### src/rtl/core/ble_pkg.sv
`timescale 1ns / 1ps

package ble_pkg;

  localparam int VAL_W = 32;
  localparam int POS_W = 8;
  localparam int LEN_W = 9;

  localparam logic [3:0] FN_INSERT   = 4'd0;
  localparam logic [3:0] FN_DEL_HEAD = 4'd1;
  localparam logic [3:0] FN_DEL_POS  = 4'd2;
  localparam logic [3:0] FN_DEL_VAL  = 4'd3;
  localparam logic [3:0] FN_SORT     = 4'd4;
  localparam logic [3:0] FN_ABS_SORT = 4'd5;
  localparam logic [3:0] FN_READ     = 4'd6;
  localparam logic [3:0] FN_LENGTH   = 4'd7;
  localparam logic [3:0] FN_CLEAR    = 4'd8;

  localparam logic [1:0] ST_DONE = 2'd0;
  localparam logic [1:0] ST_MISS = 2'd1;
  localparam logic [1:0] ST_FULL = 2'd2;

  typedef struct packed {
    logic [3:0]              func;
    logic signed [VAL_W-1:0] item_value;
    logic [POS_W-1:0]        position;
  } ble_in_t;

  typedef struct packed {
    logic [1:0]              status;
    logic signed [VAL_W-1:0] read_value;
    logic [LEN_W-1:0]        list_length;
  } ble_out_t;

  // Per-cell controls, decoded by the top level for each cell position.
  typedef struct packed {
    logic load_left;
    logic load_right;
    logic do_abs;
    logic sort_lo;
    logic sort_hi;
    logic is_sel;
    logic live;
    logic chain_clr;
  } ble_cell_ctl_t;

endpackage

### src/rtl/core/ble_cell.sv
`timescale 1ns / 1ps

module ble_cell (
  input  logic                              clk,
  input  ble_pkg::ble_cell_ctl_t            ctl,
  input  logic signed [ble_pkg::VAL_W-1:0]  key,
  input  logic signed [ble_pkg::VAL_W-1:0]  left_value,
  input  logic signed [ble_pkg::VAL_W-1:0]  right_value,
  input  logic                              hit_in,
  input  logic signed [ble_pkg::VAL_W-1:0]  rd_in,
  output logic signed [ble_pkg::VAL_W-1:0]  value,
  output logic                              hit,
  output logic signed [ble_pkg::VAL_W-1:0]  rd
);

  localparam logic signed [ble_pkg::VAL_W-1:0] VMIN = {1'b1, {(ble_pkg::VAL_W-1){1'b0}}};
  localparam logic signed [ble_pkg::VAL_W-1:0] VMAX = {1'b0, {(ble_pkg::VAL_W-1){1'b1}}};

  logic eq;

  assign eq = ctl.live && (value == key);

  always_ff @(posedge clk) begin
    priority if (ctl.load_left) begin
      value <= left_value;
    end else if (ctl.load_right) begin
      value <= right_value;
    end else if (ctl.do_abs) begin
      if (value == VMIN) begin
        value <= VMAX;
      end else if (value < 0) begin
        value <= -value;
      end
    end else if (ctl.sort_lo && (value > right_value)) begin
      value <= right_value;
    end else if (ctl.sort_hi && (left_value > value)) begin
      value <= left_value;
    end else begin
      value <= value;
    end
  end

  // The hit flag ripples toward the tail: once settled it tells whether any
  // live entry at or before this cell matches the key.
  always_ff @(posedge clk) begin
    if (ctl.chain_clr) begin
      hit <= 1'b0;
    end else begin
      hit <= eq || hit_in;
    end
  end

  // The read data ripples toward the head, picked up at the selected cell.
  always_ff @(posedge clk) begin
    rd <= ctl.is_sel ? value : rd_in;
  end

endmodule

### src/rtl/core/bounded_list_engine_with_sort.sv
`timescale 1ns / 1ps

// Ordered list engine holding up to LIST_DEPTH signed 32-bit entries in a
// row of cells. Commands arrive as items on the in channel (in_valid /
// in_ready / in_item) and each one yields exactly one result item on the out
// channel (out_valid / out_ready / out_item) with status, read value and the
// list length after the command.
// One command is worked on at a time. Insert, delete head, delete at
// position, length, clear and unknown codes go from acceptance straight
// to the final state. Sort, abs sort, read and delete by value first pass
// through a sweep state: sorting runs LIST_DEPTH rounds of odd-even exchange
// between neighboring cells, and the search and read chains ripple from one
// end of the row to the other.
// A finished result sits in the output register; the next command is
// accepted while it waits. If the receiver stalls, a second command completes
// its work and then holds before committing until the output register frees.
// Reset empties the list and drops any pending result; entry contents are
// not cleared.

module bounded_list_engine_with_sort #(
  parameter int LIST_DEPTH = 16
) (
  input  logic              clk,
  input  logic              rst,
  input  logic              in_valid,
  output logic              in_ready,
  input  ble_pkg::ble_in_t  in_item,
  output logic              out_valid,
  input  logic              out_ready,
  output ble_pkg::ble_out_t out_item
);

  localparam int CNT_W  = $clog2(LIST_DEPTH + 1);
  localparam int STEP_W = $clog2(LIST_DEPTH);

  typedef enum logic [2:0] {
    S_IDLE  = 3'b001,
    S_SWEEP = 3'b010,
    S_FINAL = 3'b100
  } state_t;

  state_t                 state;
  state_t                 state_next;
  logic [CNT_W-1:0]       count;
  logic [CNT_W-1:0]       count_next;
  logic [STEP_W-1:0]      step;
  ble_pkg::ble_in_t       cmd;

  logic                   accept;
  logic                   final_go;
  logic                   sorting;
  logic                   do_insert;
  logic                   do_del_head;
  logic                   do_del_pos;
  logic                   do_del_val;
  logic                   do_abs;
  logic                   is_full;
  logic                   pos_miss;
  logic [ble_pkg::LEN_W-1:0] pos_ext;
  logic [ble_pkg::LEN_W-1:0] cnt_ext;
  ble_pkg::ble_out_t      result;

  ble_pkg::ble_cell_ctl_t            ctl   [LIST_DEPTH];
  logic signed [ble_pkg::VAL_W-1:0]  value [LIST_DEPTH];
  logic signed [ble_pkg::VAL_W-1:0]  rd    [LIST_DEPTH];
  logic                              hit   [LIST_DEPTH];
  logic                              live  [LIST_DEPTH];

  assign in_ready = (state == S_IDLE);
  assign accept   = in_valid && in_ready;
  assign final_go = (state == S_FINAL) && (!out_valid || out_ready);

  assign pos_ext  = {1'b0, cmd.position};
  assign cnt_ext  = ble_pkg::LEN_W'(count);
  assign is_full  = (count == CNT_W'(LIST_DEPTH));
  assign pos_miss = (pos_ext >= cnt_ext);

  assign sorting     = (state == S_SWEEP) &&
                       ((cmd.func == ble_pkg::FN_SORT) || (cmd.func == ble_pkg::FN_ABS_SORT));
  assign do_abs      = accept && (in_item.func == ble_pkg::FN_ABS_SORT);
  assign do_insert   = final_go && (cmd.func == ble_pkg::FN_INSERT) && !is_full;
  assign do_del_head = final_go && (cmd.func == ble_pkg::FN_DEL_HEAD) && (count != '0);
  assign do_del_pos  = final_go && (cmd.func == ble_pkg::FN_DEL_POS) && !pos_miss;
  assign do_del_val  = final_go && (cmd.func == ble_pkg::FN_DEL_VAL) && hit[LIST_DEPTH-1];

  for (genvar g = 0; g < LIST_DEPTH; g++) begin : g_cell
    localparam logic PAR_LO = 1'(g % 2);
    localparam logic PAR_HI = 1'((g + 1) % 2);

    logic signed [ble_pkg::VAL_W-1:0] left_v;
    logic signed [ble_pkg::VAL_W-1:0] right_v;
    logic signed [ble_pkg::VAL_W-1:0] rd_in_v;
    logic                             hit_in_v;
    logic                             live_up;

    assign live[g] = (count > CNT_W'(g));

    if (g == 0) begin : g_head
      assign left_v   = cmd.item_value;
      assign hit_in_v = 1'b0;
    end else begin : g_mid
      assign left_v   = value[g-1];
      assign hit_in_v = hit[g-1];
    end

    if (g == LIST_DEPTH - 1) begin : g_tail
      assign right_v = '0;
      assign rd_in_v = '0;
      assign live_up = 1'b0;
    end else begin : g_body
      assign right_v = value[g+1];
      assign rd_in_v = rd[g+1];
      assign live_up = live[g+1];
    end

    always_comb begin
      ctl[g].load_left  = do_insert;
      ctl[g].load_right = do_del_head ||
                          (do_del_pos && (pos_ext <= ble_pkg::LEN_W'(g))) ||
                          (do_del_val && hit[g]);
      ctl[g].do_abs     = do_abs;
      ctl[g].sort_lo    = sorting && (step[0] == PAR_LO) && live_up;
      ctl[g].sort_hi    = sorting && (g > 0) && (step[0] == PAR_HI) && live[g];
      ctl[g].is_sel     = (cmd.position == ble_pkg::POS_W'(g));
      ctl[g].live       = live[g];
      ctl[g].chain_clr  = accept;
    end

    ble_cell u_cell (
      .clk         (clk),
      .ctl         (ctl[g]),
      .key         (cmd.item_value),
      .left_value  (left_v),
      .right_value (right_v),
      .hit_in      (hit_in_v),
      .rd_in       (rd_in_v),
      .value       (value[g]),
      .hit         (hit[g]),
      .rd          (rd[g])
    );
  end

  always_comb begin
    result.status      = ble_pkg::ST_DONE;
    result.read_value  = '0;
    count_next         = count;
    unique case (cmd.func)
      ble_pkg::FN_INSERT: begin
        if (is_full) begin
          result.status = ble_pkg::ST_FULL;
        end else begin
          count_next = count + 1'b1;
        end
      end
      ble_pkg::FN_DEL_HEAD: begin
        if (count == '0) begin
          result.status = ble_pkg::ST_MISS;
        end else begin
          count_next = count - 1'b1;
        end
      end
      ble_pkg::FN_DEL_POS: begin
        if (pos_miss) begin
          result.status = ble_pkg::ST_MISS;
        end else begin
          count_next = count - 1'b1;
        end
      end
      ble_pkg::FN_DEL_VAL: begin
        if (hit[LIST_DEPTH-1]) begin
          count_next = count - 1'b1;
        end else begin
          result.status = ble_pkg::ST_MISS;
        end
      end
      ble_pkg::FN_READ: begin
        if (pos_miss) begin
          result.status = ble_pkg::ST_MISS;
        end else begin
          result.read_value = rd[0];
        end
      end
      ble_pkg::FN_CLEAR: begin
        count_next = '0;
      end
      default: begin
      end
    endcase
    result.list_length = ble_pkg::LEN_W'(count_next);
  end

  always_comb begin
    state_next = state;
    unique case (state)
      S_IDLE: begin
        if (accept) begin
          if ((in_item.func == ble_pkg::FN_DEL_VAL) || (in_item.func == ble_pkg::FN_SORT) ||
              (in_item.func == ble_pkg::FN_ABS_SORT) || (in_item.func == ble_pkg::FN_READ)) begin
            state_next = S_SWEEP;
          end else begin
            state_next = S_FINAL;
          end
        end
      end
      S_SWEEP: begin
        if (step == STEP_W'(LIST_DEPTH - 1)) begin
          state_next = S_FINAL;
        end
      end
      S_FINAL: begin
        if (final_go) begin
          state_next = S_IDLE;
        end
      end
      default: begin
        state_next = S_IDLE;
      end
    endcase
  end

  always_ff @(posedge clk) begin
    if (rst) begin
      state     <= S_IDLE;
      count     <= '0;
      step      <= '0;
      out_valid <= 1'b0;
    end else begin
      state <= state_next;
      if (accept) begin
        step <= '0;
      end else if (state == S_SWEEP) begin
        step <= step + 1'b1;
      end
      if (final_go) begin
        count     <= count_next;
        out_valid <= 1'b1;
      end else if (out_ready) begin
        out_valid <= 1'b0;
      end
    end
  end

  always_ff @(posedge clk) begin
    if (accept) begin
      cmd <= in_item;
    end
    if (final_go) begin
      out_item <= result;
    end
  end

endmodule

### config.mk
export PLATFORM = sky130hd
export DESIGN_NAME = bounded_list_engine_with_sort
export DESIGN_NICKNAME = d
export VERILOG_FILES = /design/src/rtl/core/ble_pkg.sv /design/src/rtl/core/ble_cell.sv /design/src/rtl/core/bounded_list_engine_with_sort.sv
export SDC_FILE = /design/constraint.sdc
export NUM_CORES = 2
export LEC_CHECK = 0
export BUFFER_PORTS_ARGS = -buffer_cell sky130_fd_sc_hd__clkbuf_2
export CAP_MARGIN = 20
export CORE_MARGIN = 3
export CORE_UTILIZATION = 60
export CTS_BUF_LIST = sky130_fd_sc_hd__clkbuf_8
export CTS_CLUSTER_DIAMETER = 100
export CTS_CLUSTER_SIZE = 28
export DETAILED_ROUTE_END_ITERATION = 7
export PLACE_DENSITY = 0.79
export SYNTH_ARGS = -nofsm -noshare
export SYNTH_HDL_FRONTEND = slang
export SYNTH_SLANG_ARGS = --single-unit
### constraint.sdc
create_clock -name clk -period 6.5 [get_ports clk]
set_input_delay 1.3 -clock clk [delete_from_list [all_inputs] [get_ports clk]]
set_output_delay 1.3 -clock clk [all_outputs]
set_load 0.02 [all_outputs]
### Yosys cells after proc, flatten, opt, wreduce, memory -nomap -nowiden

Index checks and enable logic that the tools add are counted.

* order comparisons: 64
* multipliers: 0
* add/sub/neg operators: 19
* divide/modulo/power cells: 0
* eq/ne operators: 82
* shift-type cells: 0
* reductions and logical operators: 188
* multiplexer cells: 142
* bitwise operators: 2

Operator list (number)
* two-way mux 32 bit: 125
* equality test 32 bit: 16
* equality test 32 bit, second input constant: 16
* less-than comparator 32 x 1 -> 1 bit, second input constant: 16
* negator 32 bit: 16
* greater-than comparator 32 bit: 15
* logical AND 1 bit: 92
* != test 5 x 2 -> 1 bit, second input constant: 16
* nonzero test 5 bit: 15
* equality test 8 x 4 -> 1 bit, second input constant: 8
* <= comparator 8 x 4 -> 1 bit, second input constant: 8
* logical OR 1 bit: 52
* greater-than comparator 5 x 4 -> 1 bit, second input constant: 8
* equality test 8 x 3 -> 1 bit, second input constant: 4
* <= comparator 8 x 3 -> 1 bit, second input constant: 4
* AND reduction 2 bit: 16
* case mux 5 bit (5 select lines): 1
* equality test 4 x 3 -> 1 bit, second input constant: 6
* greater-than comparator 5 x 3 -> 1 bit, second input constant: 4
* two-way mux 5 bit: 4
* equality test 8 x 2 -> 1 bit, second input constant: 2
* <= comparator 8 x 1 -> 1 bit, second input constant: 2
* <= comparator 8 x 2 -> 1 bit, second input constant: 2
* equality test 4 x 2 -> 1 bit, second input constant: 3
* other kinds (29): 46

* register bits after elaboration: 1136
* word-level logic and storage cells: 555
* latch bits: 0
* ROM bits: 0
* input bits: 48
* output and inout port bits: 45
* memories: 0
* RAM bits: 0

### Logic depth before layout (Yosys ltp)

* depth in word-level cells: 11
* depth in mapped cells: 14

### Cells and area by module

A second synthesis with hierarchy kept.

* cells, all modules: 11567
* area total of the unflattened synthesis: 98468.2 um^2

Modules (own cells, without submodules)
* ble_cell: area each 5858.1 um^2, sequential area each 1621.6 um^2, cells an instance 696, times used 16
* bounded_list_engine_with_sort: area each 4738.3 um^2, sequential area each 2752.6 um^2, cells an instance 431, times used 1

### Least setup slack after synthesis

Ideal clock, no wire load.

* kind: input port to flip-flop
* from: in out_ready
* to: reg g_cell[10].u_cell.value[10] (netlist bit) (enable)
* required time: 6038 ps
* stages on the path: 8
* setup time: 462 ps
* path slack: 341 ps
* arrival: 5697 ps
* cells stage by stage: nand2b_1 > nand2_1 > inv_1 > clkbuf_1 > nand2_1 > nand2_1 > nor3_1 > o21ai_0

* longest elaborated chain between the ends: 9
* elaborated cells on any way between the ends: 17

Ends and longest elaborated chain
* start, declared: RTL line bounded_list_engine_with_sort.sv:29 `input logic out_ready,`
* logical OR 1 bit (*): RTL line bounded_list_engine_with_sort.sv:71 `assign final_go = (state == S_FINAL) && (!out_valid || out_ready);`
* logical AND 1 bit (*): RTL line bounded_list_engine_with_sort.sv:71
* named net final_go: RTL line bounded_list_engine_with_sort.sv:50 `logic final_go;`
* logical AND 1 bit (2 in a row): RTL line bounded_list_engine_with_sort.sv:83 `assign do_del_pos = final_go && (cmd.func == ble_pkg::FN_DEL_POS) && !pos_miss;`
* logical AND 1 bit: RTL line bounded_list_engine_with_sort.sv:119 `(do_del_pos && (pos_ext <= ble_pkg::LEN_W'(g))) ||`
* logical OR 1 bit: RTL line bounded_list_engine_with_sort.sv:118 `ctl[g].load_right = do_del_head ||`
* logical OR 1 bit: RTL line bounded_list_engine_with_sort.sv:119
* != test 5 x 2 -> 1 bit (no line) or nonzero test 5 bit (tied branches)
* AND reduction 2 bit (no line) (*)
* end signal, assigned: RTL line ble_cell.sv:35 `value <= right_value;`
* end signal, assigned: RTL line ble_cell.sv:37 `value <= left_value;`
* end signal, assigned: RTL line ble_cell.sv:39 `value <= value;`
* end, declared: RTL line ble_cell.sv:11 `output logic signed [ble_pkg::VAL_W-1:0] value,`

Mark *: on every way through the listed nets, which the timed path passes. The rest lies on a longest branch.
A chain may end at the register's enable or synchronous reset.

### Final worst setup path

* from: reg count[4]
* to: reg g_cell[12].u_cell.value[27] (netlist bit) (enable)

* longest elaborated chain between the ends: 8
* elaborated cells on any way between the ends: 20

Ends and longest elaborated chain
* start, declared: RTL line bounded_list_engine_with_sort.sv:44 `logic [CNT_W-1:0] count;`
* start signal, assigned: RTL line bounded_list_engine_with_sort.sv:235 `count <= count_next;`
* greater-or-equal comparator 8 x 5 -> 1 bit: RTL line bounded_list_engine_with_sort.sv:76 `assign pos_miss = (pos_ext >= cnt_ext);`
* logical NOT 1 bit: RTL line bounded_list_engine_with_sort.sv:83
* logical AND 1 bit: RTL line bounded_list_engine_with_sort.sv:83
* logical AND 1 bit: RTL line bounded_list_engine_with_sort.sv:119
* logical OR 1 bit: RTL line bounded_list_engine_with_sort.sv:118
* logical OR 1 bit: RTL line bounded_list_engine_with_sort.sv:119
* != test 5 x 2 -> 1 bit (no line) or nonzero test 5 bit (tied branches)
* AND reduction 2 bit (no line) (*)
* end signal, assigned: RTL line ble_cell.sv:35
* end signal, assigned: RTL line ble_cell.sv:37
* end signal, assigned: RTL line ble_cell.sv:39
* end, declared: RTL line ble_cell.sv:11

Every way passes the cells marked *; elsewhere a longest branch is shown, timed or not.

==> impl_metrics.toml <==
[run_status]
status = "complete, but fails checks"
violations = "design-rule violations"

[floorplan]
die_h_um = 358
io_pins = 93
dieArea_um2 = 128000
fp-row-count = 128
die_w_um = 358
coreArea_um2 = 122000
start_util = 0.606

[routing]
drt-pass1-iter-count = 8
vias = 69100
drt_iter0_drc = 12500
drt_wl_total_mm = 305
antenna_left = 0
avgRoutedWirePerCell_um = 31.9
vias_per_cell = 7.23
drc_errors = 17

[critical_path]
crit_arrival_ps = 5590
crit_chain = "inv_1 > ha_1 > or4_4 > o41ai_4 > nand3_2 > o21ai_2 > buf_4 > nor2_2 > buf_4 > a32oi_2 > buf_4"
cpMostUsedCell = "buf_4"
critPathLaunchType = "flop"
endpoint_kind = "flop"
crit_path_top_delay_cell = "dfxtp_1"
critPathMaxStageDelay_ps = 660
rr_worst_depth = 11
critPathKind = "reg2reg"
cp_max_fo = 47
required_ps = 7040

[pwr]
power.density_nw_per_um2 = 162
ir_drop_v = 0.000234
leakagePower_nw = 28.6
power_mw = 12.5

[layout]
layoutNonFillerInstCount = 9551
drive_above_1_share = 0.0884
final_common_cell = "nand2_1"
fillers = 10600
finalInstanceArea_um2 = 76800
layout_common_cells = "nand2_1, o21ai_0, edfxtp_1, xnor2_1, dfxtp_1"
syn_to_final_growth_pct = 3.52
nets = 8436

[synthesis]
synth_cell_types = 110
synth_cells = 8196
netlist_area_um2 = 74200
synth_warnings = 0
yosys-top-cells-area = "edfxtp_1, dfxtp_1, ha_1"
yosysSeqAreaShare = 0.387
synth_edf_count = 595
postSynthAreaPerCell_um2 = 9.05
synthFlopType = "edfxtp_1"
yosys.area.top_type_share = 0.241
ys_ff_latch = 1136
synth.largest_area_cell = "edfxtp_1"
async_flop_share = 0

[timing]
fmax_mhz = 198
worst_clock_skew_ps = 64.5
min_period_over_period = 0.776
period_needed_ps = 5040
worst_pin_slew_ps = 1310
final_hold_viol_count = 0
slew_violations = 0
setup_viol = 0
slew_headroom = 0.124
setup-tns-final_ps = 0
rsz0062_at_grt = "no"
fin_hold_ws_ps = 428

[clock_network]
postCtsHoldBufs = 0
cts_tree = "built"
cts.clk_slew.worst_paths_ps = 170
htreeDepth = 2
cts_buffers = 50
cts_root_buf = "clkbuf_8"
cts_resized = 0
post_cts_buffers = 0
clk_path_buf_depth = 3
cts.sinks = 1136
clk_latency_ps = 890

[placement]
placed_cells = 9445
port_buffers = 88
place_area_um2 = 75600
place.gp.congestion = 1.07
hpwlAfterDp_mm = 223

[worst_hold_path]
hold_class = "reg2reg"
hold_path_depth = 2

[global_route]
grt_pass1_vias = 63900
antenna_found_initial = 12
grt_pass1_wl_mm = 437
grt_usage = 0.461
gr-total-overflow = 0
grt_max_degree = 81

[run]
max_cap_violations = 0
registers in the layout (all words and copies together) (netlist names):
signal / count
g_cell.u_cell.value: 512
cmd: 12
state: 3
g_cell.u_cell.hit: 16
count: 5
g_cell.u_cell.rd: 512
g_cell.left_v: 32
out_item: 39
out_valid: 1
step: 4
area by class of cell:
| cell class | instances | area (um2) | area share |
|---|---|---|---|
| flip-flops and latches | 1136 | 28700 | 0.374 |
| clock inverters | 38 | 300 | 0.00391 |
| repair buffers | 244 | 1760 | 0.0229 |
| multi-input cells | 5935 | 41300 | 0.538 |
| well taps | 1625 | 2030 | 0.0265 |
| inverters | 514 | 1930 | 0.0251 |
| diodes | 5 | 12.5 | 0.000163 |
| clock buffers | 54 | 743 | 0.00968 |
final timing paths:
path,endpoint,slack (ps),startpoint
min,g_cell[8].u_cell.rd[12],430,g_cell[9].u_cell.rd[12]
max,g_cell[12].u_cell.value[27],1460,count[4]
min reg2reg,g_cell[8].u_cell.rd[12],430,g_cell[9].u_cell.rd[12]
max reg2reg,g_cell[12].u_cell.value[27],1460,count[4]
logic make-up (layout without fill, tap and decap cells):
kind of cell,Yosys count,after routing,share of synthesized area
multiplexers,215,215,0.0319
buffers and inverters,1128,850,0.0596
XOR/XNOR,933,933,0.110
AND/OR/NAND/NOR,2302,2302,0.156
AO/OA/AOI/OAI,1974,1974,0.170
flip-flops,1136,1136,0.387
adder cells (fa/ha/maj),507,507,0.0855
other,1,9,0.0000505
power by group:
part | total (mW) | leakage (nW) | switching [mW] | internal (mW)
Combinational | 1.23 | 18.2 | 0.861 | 0.372
Sequential | 7.84 | 9.76 | 0.184 | 7.66
Clock | 3.40 | 0.612 | 2.49 | 0.916
Total | 12.5 | 28.6 | 3.53 | 8.95
stage by stage:
step                       util  setup WS (ps)
after floorplan               -            341
after global placement    0.618           1230
after detailed placement  0.618           1120
after CTS                 0.626           1510
after global routing      0.628           1190
final                     0.628           1460
worst max-delay path, delay by kind of cell (launching register included):
| family | cells | cell delay, ps |
|---|---|---|
| AO/OA/AOI/OAI | 3 | 1540 |
| AND/OR/NAND/NOR | 3 | 1180 |
| flip-flops | 1 | 660 |
| buffers and inverters | 4 | 1130 |
| adder cells (fa/ha/maj) | 1 | 220 |
routing by layer:
layer / track usage / wire [um] / vias to the layer above
li1: - / - / 29000
met1: 0.581 / 107000 / 32500
met2: 0.661 / 123000 / 6004
met3: 0.161 / 47000 / 1538
met4: 0.317 / 27800 / 14
met5: 0.00528 / 174 / -
synth_stat cells, types with 45 or more instances:
library cell and instances:
inv_1 509, ha_1 507, o22ai_1 159, clkbuf_1 497, nor2_1 451, a21o_1 61
mux2_2 172, o221ai_1 63, dfxtp_1 541, buf_2 74, and2_1 53, nand2_1 680
a211oi_1 50, or3_1 58, o211ai_1 45, nand4_1 199, nor3_1 238, o221a_2 63
xor2_1 378, a21oi_1 436, a31oi_1 76, xnor2_1 555, nor4_1 196, a311oi_1 73
edfxtp_1 595, o21ai_0 634, nand3_1 156
(Power assumes the default switching activity.)
